<file path="config.mk">
export PLATFORM = sky130hd
export DESIGN_NAME = pow_difficulty_retarget_core
export DESIGN_NICKNAME = d
export VERILOG_FILES = /design/src/rtl/core/pdr_pkg.sv /design/src/rtl/core/pdr_regs.sv /design/src/rtl/core/pdr_divider.sv /design/src/rtl/core/pow_difficulty_retarget_core.sv
export SDC_FILE = /design/constraint.sdc
export NUM_CORES = 1
export LEC_CHECK = 0
export BUFFER_PORTS_ARGS = -buffer_cell sky130_fd_sc_hd__buf_2
export CAP_MARGIN = 20
export CELL_PAD_IN_SITES_DETAIL_PLACEMENT = 2
export CELL_PAD_IN_SITES_GLOBAL_PLACEMENT = 2
export CORE_ASPECT_RATIO = 0.6
export CORE_MARGIN = 3
export CORE_UTILIZATION = 40
export CTS_BUF_LIST = sky130_fd_sc_hd__clkbuf_4
export CTS_CLUSTER_SIZE = 12
export DETAILED_ROUTE_END_ITERATION = 10
export HOLD_SLACK_MARGIN = 0.08
export PLACE_DENSITY_LB_ADDON = 0.1
export SETUP_SLACK_MARGIN = 0.02
export SYNTH_ARGS = -nofsm -noshare
export SYNTH_HDL_FRONTEND = slang
export SYNTH_SLANG_ARGS = --single-unit
</file>
<file path="constraint.sdc">
create_clock -name aclk -period 6.2 [get_ports aclk]
set_input_delay 1.24 -clock aclk [delete_from_list [all_inputs] [get_ports aclk]]
set_output_delay 1.24 -clock aclk [all_outputs]
set_load 0.005 [all_outputs]
</file>
<file path="src/rtl/core/pdr_pkg.sv">
`timescale 1ns / 1ps
// ----------------------------------------------------------------------------
// pdr_pkg
// shared types and constants for the difficulty retarget core
// ----------------------------------------------------------------------------
package pdr_pkg;

    localparam int LEVEL_W    = 8;
    localparam int TIME_W     = 32;
    localparam int COUNT_W    = 16;
    localparam int SUM_W      = 48;
    localparam int CHANGE_W   = 2;
    localparam int CFG_IDX_W  = 3;
    localparam int CFG_DATA_W = 32;

    // restoring divide produces one quotient bit per step
    localparam int DIV_STEPS = SUM_W;
    localparam int DIV_CNT_W = $clog2(DIV_STEPS);

    localparam logic [SUM_W-1:0]   SUM_MAX          = {SUM_W{1'b1}};
    localparam logic [COUNT_W-1:0] DEFAULT_INTERVAL = COUNT_W'(10);

    // register indexes
    localparam logic [CFG_IDX_W-1:0] REG_INIT_LEVEL = CFG_IDX_W'(0);
    localparam logic [CFG_IDX_W-1:0] REG_TARGET     = CFG_IDX_W'(1);
    localparam logic [CFG_IDX_W-1:0] REG_INTERVAL   = CFG_IDX_W'(2);
    localparam logic [CFG_IDX_W-1:0] REG_MIN_LEVEL  = CFG_IDX_W'(3);
    localparam logic [CFG_IDX_W-1:0] REG_MAX_LEVEL  = CFG_IDX_W'(4);

    // reset values
    localparam logic [LEVEL_W-1:0] RST_INIT_LEVEL = LEVEL_W'(20);
    localparam logic [TIME_W-1:0]  RST_TARGET     = TIME_W'(5000);
    localparam logic [COUNT_W-1:0] RST_INTERVAL   = COUNT_W'(10);
    localparam logic [LEVEL_W-1:0] RST_MIN_LEVEL  = LEVEL_W'(1);
    localparam logic [LEVEL_W-1:0] RST_MAX_LEVEL  = LEVEL_W'(255);

    // change codes
    localparam logic [CHANGE_W-1:0] CHG_NONE  = CHANGE_W'(0);
    localparam logic [CHANGE_W-1:0] CHG_RAISE = CHANGE_W'(1);
    localparam logic [CHANGE_W-1:0] CHG_LOWER = CHANGE_W'(2);

    typedef struct packed {
        logic [LEVEL_W-1:0] init_level;
        logic [TIME_W-1:0]  target;
        logic [COUNT_W-1:0] interval;   // zero already replaced by the default
        logic [LEVEL_W-1:0] min_level;
        logic [LEVEL_W-1:0] max_level;
    } cfg_t;

endpackage

</file>
<file path="src/rtl/core/pdr_regs.sv">
`timescale 1ns / 1ps
// ----------------------------------------------------------------------------
// pdr_regs
// configuration register file with write decode
// ----------------------------------------------------------------------------
module pdr_regs (
    input  logic                             aclk,
    input  logic                             aresetn,
    input  logic                             wr_en,
    input  logic [pdr_pkg::CFG_IDX_W-1:0]    wr_index,
    input  logic [pdr_pkg::CFG_DATA_W-1:0]   wr_data,
    output pdr_pkg::cfg_t                    cfg,
    output logic                             init_load
);

    logic [pdr_pkg::LEVEL_W-1:0] init_level_reg;
    logic [pdr_pkg::TIME_W-1:0]  target_reg;
    logic [pdr_pkg::COUNT_W-1:0] interval_reg;
    logic [pdr_pkg::LEVEL_W-1:0] min_level_reg;
    logic [pdr_pkg::LEVEL_W-1:0] max_level_reg;

    always_ff @(posedge aclk) begin
        if (!aresetn) begin
            init_level_reg <= pdr_pkg::RST_INIT_LEVEL;
            target_reg     <= pdr_pkg::RST_TARGET;
            interval_reg   <= pdr_pkg::RST_INTERVAL;
            min_level_reg  <= pdr_pkg::RST_MIN_LEVEL;
            max_level_reg  <= pdr_pkg::RST_MAX_LEVEL;
        end else if (wr_en) begin
            unique case (wr_index)
                pdr_pkg::REG_INIT_LEVEL: init_level_reg <= wr_data[pdr_pkg::LEVEL_W-1:0];
                pdr_pkg::REG_TARGET:     target_reg     <= wr_data[pdr_pkg::TIME_W-1:0];
                pdr_pkg::REG_INTERVAL:   interval_reg   <= wr_data[pdr_pkg::COUNT_W-1:0];
                pdr_pkg::REG_MIN_LEVEL:  min_level_reg  <= wr_data[pdr_pkg::LEVEL_W-1:0];
                pdr_pkg::REG_MAX_LEVEL:  max_level_reg  <= wr_data[pdr_pkg::LEVEL_W-1:0];
                default: ;
            endcase
        end
    end

    // the level load uses the written value directly, same cycle as the write
    assign init_load = wr_en && (wr_index == pdr_pkg::REG_INIT_LEVEL);

    always_comb begin
        cfg.init_level = init_load ? wr_data[pdr_pkg::LEVEL_W-1:0] : init_level_reg;
        cfg.target     = target_reg;
        cfg.interval   = (interval_reg == '0) ? pdr_pkg::DEFAULT_INTERVAL : interval_reg;
        cfg.min_level  = min_level_reg;
        cfg.max_level  = max_level_reg;
    end

endmodule

</file>
<file path="src/rtl/core/pdr_divider.sv">
`timescale 1ns / 1ps
// ----------------------------------------------------------------------------
// pdr_divider
// bit-serial restoring divider, one quotient bit per cycle
// ----------------------------------------------------------------------------
module pdr_divider (
    input  logic                           aclk,
    input  logic                           aresetn,
    input  logic                           start,
    input  logic [pdr_pkg::SUM_W-1:0]      dividend,
    input  logic [pdr_pkg::COUNT_W-1:0]    divisor,
    output logic                           done,
    output logic [pdr_pkg::SUM_W-1:0]      quotient
);

    logic                            busy_reg;
    logic                            done_reg;
    logic [pdr_pkg::DIV_CNT_W-1:0]   cnt_reg;
    logic [pdr_pkg::COUNT_W-1:0]     rem_reg;
    logic [pdr_pkg::COUNT_W-1:0]     rem_next;
    logic [pdr_pkg::SUM_W-1:0]       quo_reg;
    logic [pdr_pkg::SUM_W-1:0]       quo_next;
    logic [pdr_pkg::COUNT_W-1:0]     div_reg;
    logic [pdr_pkg::COUNT_W:0]       shifted;
    logic [pdr_pkg::COUNT_W:0]       diff;

    // shared subtract and compare
    always_comb begin
        shifted = {rem_reg, quo_reg[pdr_pkg::SUM_W-1]};
        diff    = shifted - {1'b0, div_reg};
        if (shifted >= {1'b0, div_reg}) begin
            rem_next = diff[pdr_pkg::COUNT_W-1:0];
            quo_next = {quo_reg[pdr_pkg::SUM_W-2:0], 1'b1};
        end else begin
            rem_next = shifted[pdr_pkg::COUNT_W-1:0];
            quo_next = {quo_reg[pdr_pkg::SUM_W-2:0], 1'b0};
        end
    end

    always_ff @(posedge aclk) begin
        if (!aresetn) begin
            busy_reg <= 1'b0;
            done_reg <= 1'b0;
            cnt_reg  <= '0;
        end else begin
            done_reg <= 1'b0;
            if (start) begin
                busy_reg <= 1'b1;
                cnt_reg  <= '0;
            end else if (busy_reg) begin
                cnt_reg <= cnt_reg + 1'b1;
                if (cnt_reg == pdr_pkg::DIV_CNT_W'(pdr_pkg::DIV_STEPS - 1)) begin
                    busy_reg <= 1'b0;
                    done_reg <= 1'b1;
                end
            end
        end
    end

    always_ff @(posedge aclk) begin
        if (start) begin
            rem_reg <= '0;
            quo_reg <= dividend;
            div_reg <= divisor;
        end else if (busy_reg) begin
            rem_reg <= rem_next;
            quo_reg <= quo_next;
        end
    end

    assign done     = done_reg;
    assign quotient = quo_reg;

endmodule

</file>
<file path="src/rtl/core/pow_difficulty_retarget_core.sv">
`timescale 1ns / 1ps
// ----------------------------------------------------------------------------
// pow_difficulty_retarget_core
// difficulty retarget from reported solve times over an averaging window
// ----------------------------------------------------------------------------
// usage
//   s_* channel: one item per measured solve time (ms), valid/ready
//   m_* channel: one item per report with the current difficulty, a flag
//     for a closed window and the change code (none, raised, lowered)
//   cfg_* channel: register writes, always ready; a write to the initial
//     level reloads the difficulty and clears the window
// sequence
//   a report that does not close the window goes from the accumulate step
//   to emit; a closing report first runs the 48-step serial divide of the
//   window sum by the report count, then the decide step, then emit
// flow
//   one item at a time: s_ready is high only while the sequencer is idle,
//   so a new item is taken only once the last has reached the output slot
// reset
//   synchronous active-low; registers take their reset values, the level
//   loads the initial level and the window is empty
// stall
//   the result sits in an output register; the next item is taken while it
//   waits, but that item's result is held back until the slot is free
// ----------------------------------------------------------------------------
module pow_difficulty_retarget_core (
    input  logic                              aclk,
    input  logic                              aresetn,
    // report input
    input  logic                              s_valid,
    output logic                              s_ready,
    input  logic [pdr_pkg::TIME_W-1:0]        s_solve_time,
    // result output
    output logic                              m_valid,
    input  logic                              m_ready,
    output logic [pdr_pkg::LEVEL_W-1:0]       m_difficulty,
    output logic                              m_window_closed,
    output logic [pdr_pkg::CHANGE_W-1:0]      m_change,
    // configuration writes
    input  logic                              cfg_valid,
    output logic                              cfg_ready,
    input  logic [pdr_pkg::CFG_IDX_W-1:0]     cfg_index,
    input  logic [pdr_pkg::CFG_DATA_W-1:0]    cfg_data
);

    typedef enum logic [4:0] {
        ST_IDLE   = 5'b00001,
        ST_ACCUM  = 5'b00010,
        ST_DIV    = 5'b00100,
        ST_DECIDE = 5'b01000,
        ST_EMIT   = 5'b10000
    } state_t;

    state_t state_reg, state_next;

    pdr_pkg::cfg_t cfg;
    logic          init_load;

    // window and level state
    logic [pdr_pkg::COUNT_W-1:0]  count_reg, count_next;
    logic [pdr_pkg::SUM_W-1:0]    sum_reg, sum_next;
    logic [pdr_pkg::LEVEL_W-1:0]  level_reg, level_next;
    logic [pdr_pkg::TIME_W-1:0]   time_reg;

    // pending result for the output slot
    logic                         closed_reg, closed_next;
    logic [pdr_pkg::CHANGE_W-1:0] change_reg, change_next;

    // output slot
    logic                         m_valid_reg;
    logic [pdr_pkg::LEVEL_W-1:0]  m_level_reg;
    logic                         m_closed_reg;
    logic [pdr_pkg::CHANGE_W-1:0] m_change_reg;

    // accumulate path
    logic [pdr_pkg::COUNT_W-1:0]  count_inc;
    logic [pdr_pkg::SUM_W:0]      sum_add;
    logic [pdr_pkg::SUM_W-1:0]    sum_sat;
    logic                         close_now;

    // divider and thresholds
    logic                         div_start;
    logic                         div_done;
    logic [pdr_pkg::SUM_W-1:0]    avg;
    logic [pdr_pkg::SUM_W-1:0]    thr_lo;
    logic [pdr_pkg::SUM_W-1:0]    thr_hi;

    logic                         in_fire;
    logic                         emit_fire;

    pdr_regs u_regs (
        .aclk      (aclk),
        .aresetn   (aresetn),
        .wr_en     (cfg_valid),
        .wr_index  (cfg_index),
        .wr_data   (cfg_data),
        .cfg       (cfg),
        .init_load (init_load)
    );

    pdr_divider u_div (
        .aclk     (aclk),
        .aresetn  (aresetn),
        .start    (div_start),
        .dividend (sum_sat),
        .divisor  (count_inc),
        .done     (div_done),
        .quotient (avg)
    );

    assign cfg_ready = 1'b1;
    assign s_ready   = (state_reg == ST_IDLE);
    assign in_fire   = s_valid && s_ready;
    assign emit_fire = (state_reg == ST_EMIT) && (!m_valid_reg || m_ready);

    // count wraps at 16 bits, sum saturates at the top of 48 bits
    assign count_inc = count_reg + 1'b1;
    assign sum_add   = {1'b0, sum_reg} + {{(pdr_pkg::SUM_W + 1 - pdr_pkg::TIME_W){1'b0}}, time_reg};
    assign sum_sat   = sum_add[pdr_pkg::SUM_W] ? pdr_pkg::SUM_MAX : sum_add[pdr_pkg::SUM_W-1:0];
    assign close_now = (count_inc != '0) && (count_inc >= cfg.interval);

    // floor(target/2) and target*2, both exact
    assign thr_lo = {{(pdr_pkg::SUM_W - pdr_pkg::TIME_W + 1){1'b0}},
                     cfg.target[pdr_pkg::TIME_W-1:1]};
    assign thr_hi = {{(pdr_pkg::SUM_W - pdr_pkg::TIME_W - 1){1'b0}}, cfg.target, 1'b0};

    always_comb begin
        state_next  = state_reg;
        count_next  = count_reg;
        sum_next    = sum_reg;
        level_next  = level_reg;
        closed_next = closed_reg;
        change_next = change_reg;
        div_start   = 1'b0;

        unique case (state_reg)
            ST_IDLE: begin
                if (in_fire) begin
                    state_next = ST_ACCUM;
                end
            end
            ST_ACCUM: begin
                count_next = count_inc;
                sum_next   = sum_sat;
                if (close_now) begin
                    div_start  = 1'b1;
                    state_next = ST_DIV;
                end else begin
                    closed_next = 1'b0;
                    change_next = pdr_pkg::CHG_NONE;
                    state_next  = ST_EMIT;
                end
            end
            ST_DIV: begin
                if (div_done) begin
                    state_next = ST_DECIDE;
                end
            end
            ST_DECIDE: begin
                change_next = pdr_pkg::CHG_NONE;
                if (avg < thr_lo) begin
                    if (level_reg < cfg.max_level) begin
                        level_next  = level_reg + 1'b1;
                        change_next = pdr_pkg::CHG_RAISE;
                    end
                end else if (avg > thr_hi) begin
                    if (level_reg > cfg.min_level) begin
                        level_next  = level_reg - 1'b1;
                        change_next = pdr_pkg::CHG_LOWER;
                    end
                end
                count_next  = '0;
                sum_next    = '0;
                closed_next = 1'b1;
                state_next  = ST_EMIT;
            end
            ST_EMIT: begin
                if (emit_fire) begin
                    state_next = ST_IDLE;
                end
            end
            default: begin
                state_next = ST_IDLE;
            end
        endcase

        // initial level write reloads the level and empties the window
        if (init_load) begin
            level_next = cfg.init_level;
            count_next = '0;
            sum_next   = '0;
        end
    end

    always_ff @(posedge aclk) begin
        if (!aresetn) begin
            state_reg   <= ST_IDLE;
            count_reg   <= '0;
            sum_reg     <= '0;
            level_reg   <= pdr_pkg::RST_INIT_LEVEL;
            m_valid_reg <= 1'b0;
        end else begin
            state_reg <= state_next;
            count_reg <= count_next;
            sum_reg   <= sum_next;
            level_reg <= level_next;
            if (emit_fire) begin
                m_valid_reg <= 1'b1;
            end else if (m_ready) begin
                m_valid_reg <= 1'b0;
            end
        end
    end

    // payload registers
    always_ff @(posedge aclk) begin
        closed_reg <= closed_next;
        change_reg <= change_next;
        if (in_fire) begin
            time_reg <= s_solve_time;
        end
        if (emit_fire) begin
            m_level_reg  <= level_reg;
            m_closed_reg <= closed_reg;
            m_change_reg <= change_reg;
        end
    end

    assign m_valid         = m_valid_reg;
    assign m_difficulty    = m_level_reg;
    assign m_window_closed = m_closed_reg;
    assign m_change        = m_change_reg;

endmodule

</file>
==> results.txt <==
WL per Instance = 22.3 um
Top-Level Pins = 86
Synth top cells by count = nand2_1 (223), nor2_1 (178), dfxtp_1 (166), ha_1 (151), a21oi_1 (146)
RR Endpoint = u_div.quotient[42]
Met2 Use GR = 0.396
Storage element area = 6630 um2
Worst R2R Path Depth = 15
Largest net degree at the start of global routing = 116
Share of layout cells above drive strength 1 = 0.132
CP Cell Sequence = ha_1, and2_1, and2_1, nand2_1, nor2_1, xor2_1, ha_1, nand4_1, nor3_1, a211oi_1, o21a_1, a311oi_4, buf_12, and2_1, a21oi_1
CTS Buf Count = 73
Sequential Power Share = 0.428
Top FF cell, synth = dfxtp_1
Cell family with most CP delay = simple AND/OR/NAND/NOR gates
Post-synth EDFFs = 110
Final Cell Area = 18500 um2
Post-CTS setup buffers = 0
CTS tree = built
Mean Syn Cell Area = 8.88 um2
Hold path endpoint = m_change[0]
Tot Pwr = 4.75 mW
Detailed placement HPWL = 41.8 mm
Hold buffers post-CTS = 0
Die Span X = 269 um
Unrepaired setup endpoints after global routing = no
Slew @ Worst Pin = 1060 ps
Slowest cell on crit path = and2_1
Slew Limit Fails = 0
Final Worst Setup Slack = 1460 ps
R2R Setup Slk = 1460 ps
Die height = 164 um
Worst-path maximum fanout = 115
Vias per cell = 5.78
Top post-synthesis cells by area = dfxtp_1 (20%), edfxtp_1 (20%), ha_1 (11%)
Area growth syn-to-layout = 11.6%
Root buf cell = clkbuf_4
Ys async rst share = 0
Row count = 57
Netlist Area Pre-Place = 16600 um2
Count leader, synth = nand2_1
Clock-pin slew on the worst setup and hold paths = 70 ps
Most used routing layer = met2
Tcrit/Tclk final = 0.764
PwrDens = 257 nW/um2
Initial antenna violation count = 2
H-tree depth = 3
# setup viols final = 0
Yosys reg bits = 276
Hold slack = 425 ps
Setup crit start kind = flop
Number of fillers in the final layout = 4492
Skew-Pair Late Insertion Delay = 780 ps
First-pass GRT wire length = 88.9 mm
Sw Ratio = 0.305
CP arrival = 5200 ps
Sequential share of the synthesized area = 0.400
Crit path buffers/inverters = 1
Post-cts sizing count = 0
Final wirelength = 56.7 mm
Worst Hold Class = flop to flop
Vias = 14700
Syn Nets = 2090
Overall routing resource usage = 0.259
Max-Cap Viols = 0
Total net switching power = 1.45 mW
Placeable Area = 40700 um2
Worst vdd ir = 0.130 mV
GRT met1 Usage = 0.371
Outcome = finished clean
Dpl cell area = 17400 um2
Grt total ovfl = 0
Initial Util = 0.407
Most used cell, CP = and2_1
Critical R2R Launch = count_reg[0]
First-pass DRT Iterations = 6
CP max stage delay = 550 ps
LEAKAGE = 7.33 nW
Setup TNS = 0 ps
Clk sink count = 276
Distinct cell type count after synthesis = 85
Synth area leader = dfxtp_1
Fmax = 211 MHz
Critical setup path kind = flop to flop
Internal power = 3.30 mW
IO Port Bufs = 84
Final #Nets = 2175
Clock group share of total power = 0.389
Worst slack at placement = 1600 ps
Share of the synthesized area in the top cell type = 0.201
Hold violation count in the final report = 0
Period minus WS final = 4740 ps
Hold path start = change_reg[0]
Worst EP required = 6660 ps
1st-iter DRT viols = 1003
Vias in the first global route = 15600
CTS max path bufs = 3
Max Clock Skew = 41.8 ps
Post-Syn Instances = 1864
Met3 usage in global routing = 0.0474
Placer Congestion = 0.879
Die ar. = 43900 um2
Warnings, synthesis = 0
Multi-input logic area = 9160 um2
Critical path endpoint category = flop
Post-route DRC = 0
Routed Antenna Nets = 0
Logic pwr share = 0.183
Relative slew slack = 0.292
Hold depth = 0
[stage by stage]
| step | cells | util |
|---|---|---|
| 2_1_floorplan | 1864 | - |
| 3_3_place_gp | 2403 | 0.428 |
| 3_5_place_dp | 2404 | 0.429 |
| 4_1_cts | 2537 | 0.454 |
| 5_1_grt | 2539 | 0.454 |
| 6_report | 2539 | 0.454 |
[power by group through the flow]
stage | sequential, mW | combinational [mW] | clock (mW)
after floorplan | 2.05 | 0.592 | 0
after global placement | 2.07 | 0.814 | 0
after detailed placement | 2.07 | 0.863 | 0
after CTS | 2.03 | 0.872 | 1.90
after global routing | 2.04 | 0.967 | 2.00
final | 2.03 | 0.870 | 1.85
[cell type report]
class,count,area share
multi-input combinational,1387,0.496
sequential,276,0.359
clock buffer,115,0.0467
tap,531,0.0360
timing repair buffer,101,0.0310
inverter,110,0.0224
clock inverter,18,0.00935
antenna,1,0.000135
[worst max-delay path by stage]
stage | start | endpoint | slack [ps] | cells past startpoint
after floorplan | count_reg[0] | u_div.quotient[0] | 1670 | 18
after detailed placement | count_reg[0] | u_div.quotient[42] | 1600 | 15
final | count_reg[0] | u_div.quotient[42] | 1460 | 15
after global routing | count_reg[0] | u_div.quotient[42] | 1070 | 16
after global placement | count_reg[0] | u_div.quotient[1] | 1750 | 15
after CTS | count_reg[0] | u_div.quotient[42] | 1480 | 15
[metal layers]
layer	wire length (um)	part of all wire	up-vias
li1	-	-	6918
met1	27900	0.49	7367
met2	24900	0.44	286
met3	2600	0.046	93
met4	1280	0.023	0
met5	0	0	-
[placed cells by master, fill, tap and decap left out, drive strengths merged, types with 6 or more instances in the layout]
cell type  Yosys  final
nand2        223    223
nor2         178    178
dfxtp        166    166
ha           151    151
a21oi        149    149
clkbuf        57    115
edfxtp       110    110
inv          109    110
buf           34    101
o21ai         95     95
a21boi        54     54
nand3         49     49
xnor2         44     44
a211oi        27     27
a21o          27     27
nand4         27     27
nor3          27     27
xor2          26     26
o211ai        24     24
and3          20     20
o21a          20     20
a31oi         19     19
mux2i         17     17
nand2b        15     15
and4          15     15
clkinv         1     14
or3           12     12
a22oi         12     12
and2          12     12
nor2b         11     11
nor4          10     10
o21bai         9      9
a22o           8      8
o2111ai        8      8
nand3b         7      7
o31ai          7      7
or2            6      6
a2111oi        6      6
[kinds of logic (layout without fill, tap and decap cells)]
kind of cell	Yosys count	count (layout)	synth area share
simple gates	627	627	0.177
compound gates	515	515	0.206
flops	276	276	0.400
buf+inv	201	344	0.0490
fa+ha+maj	154	154	0.118
xor+xnor	70	70	0.0375
mux	20	20	0.0123
other cells	1	2	0.000227
Power figures use the tool's default switching activity.
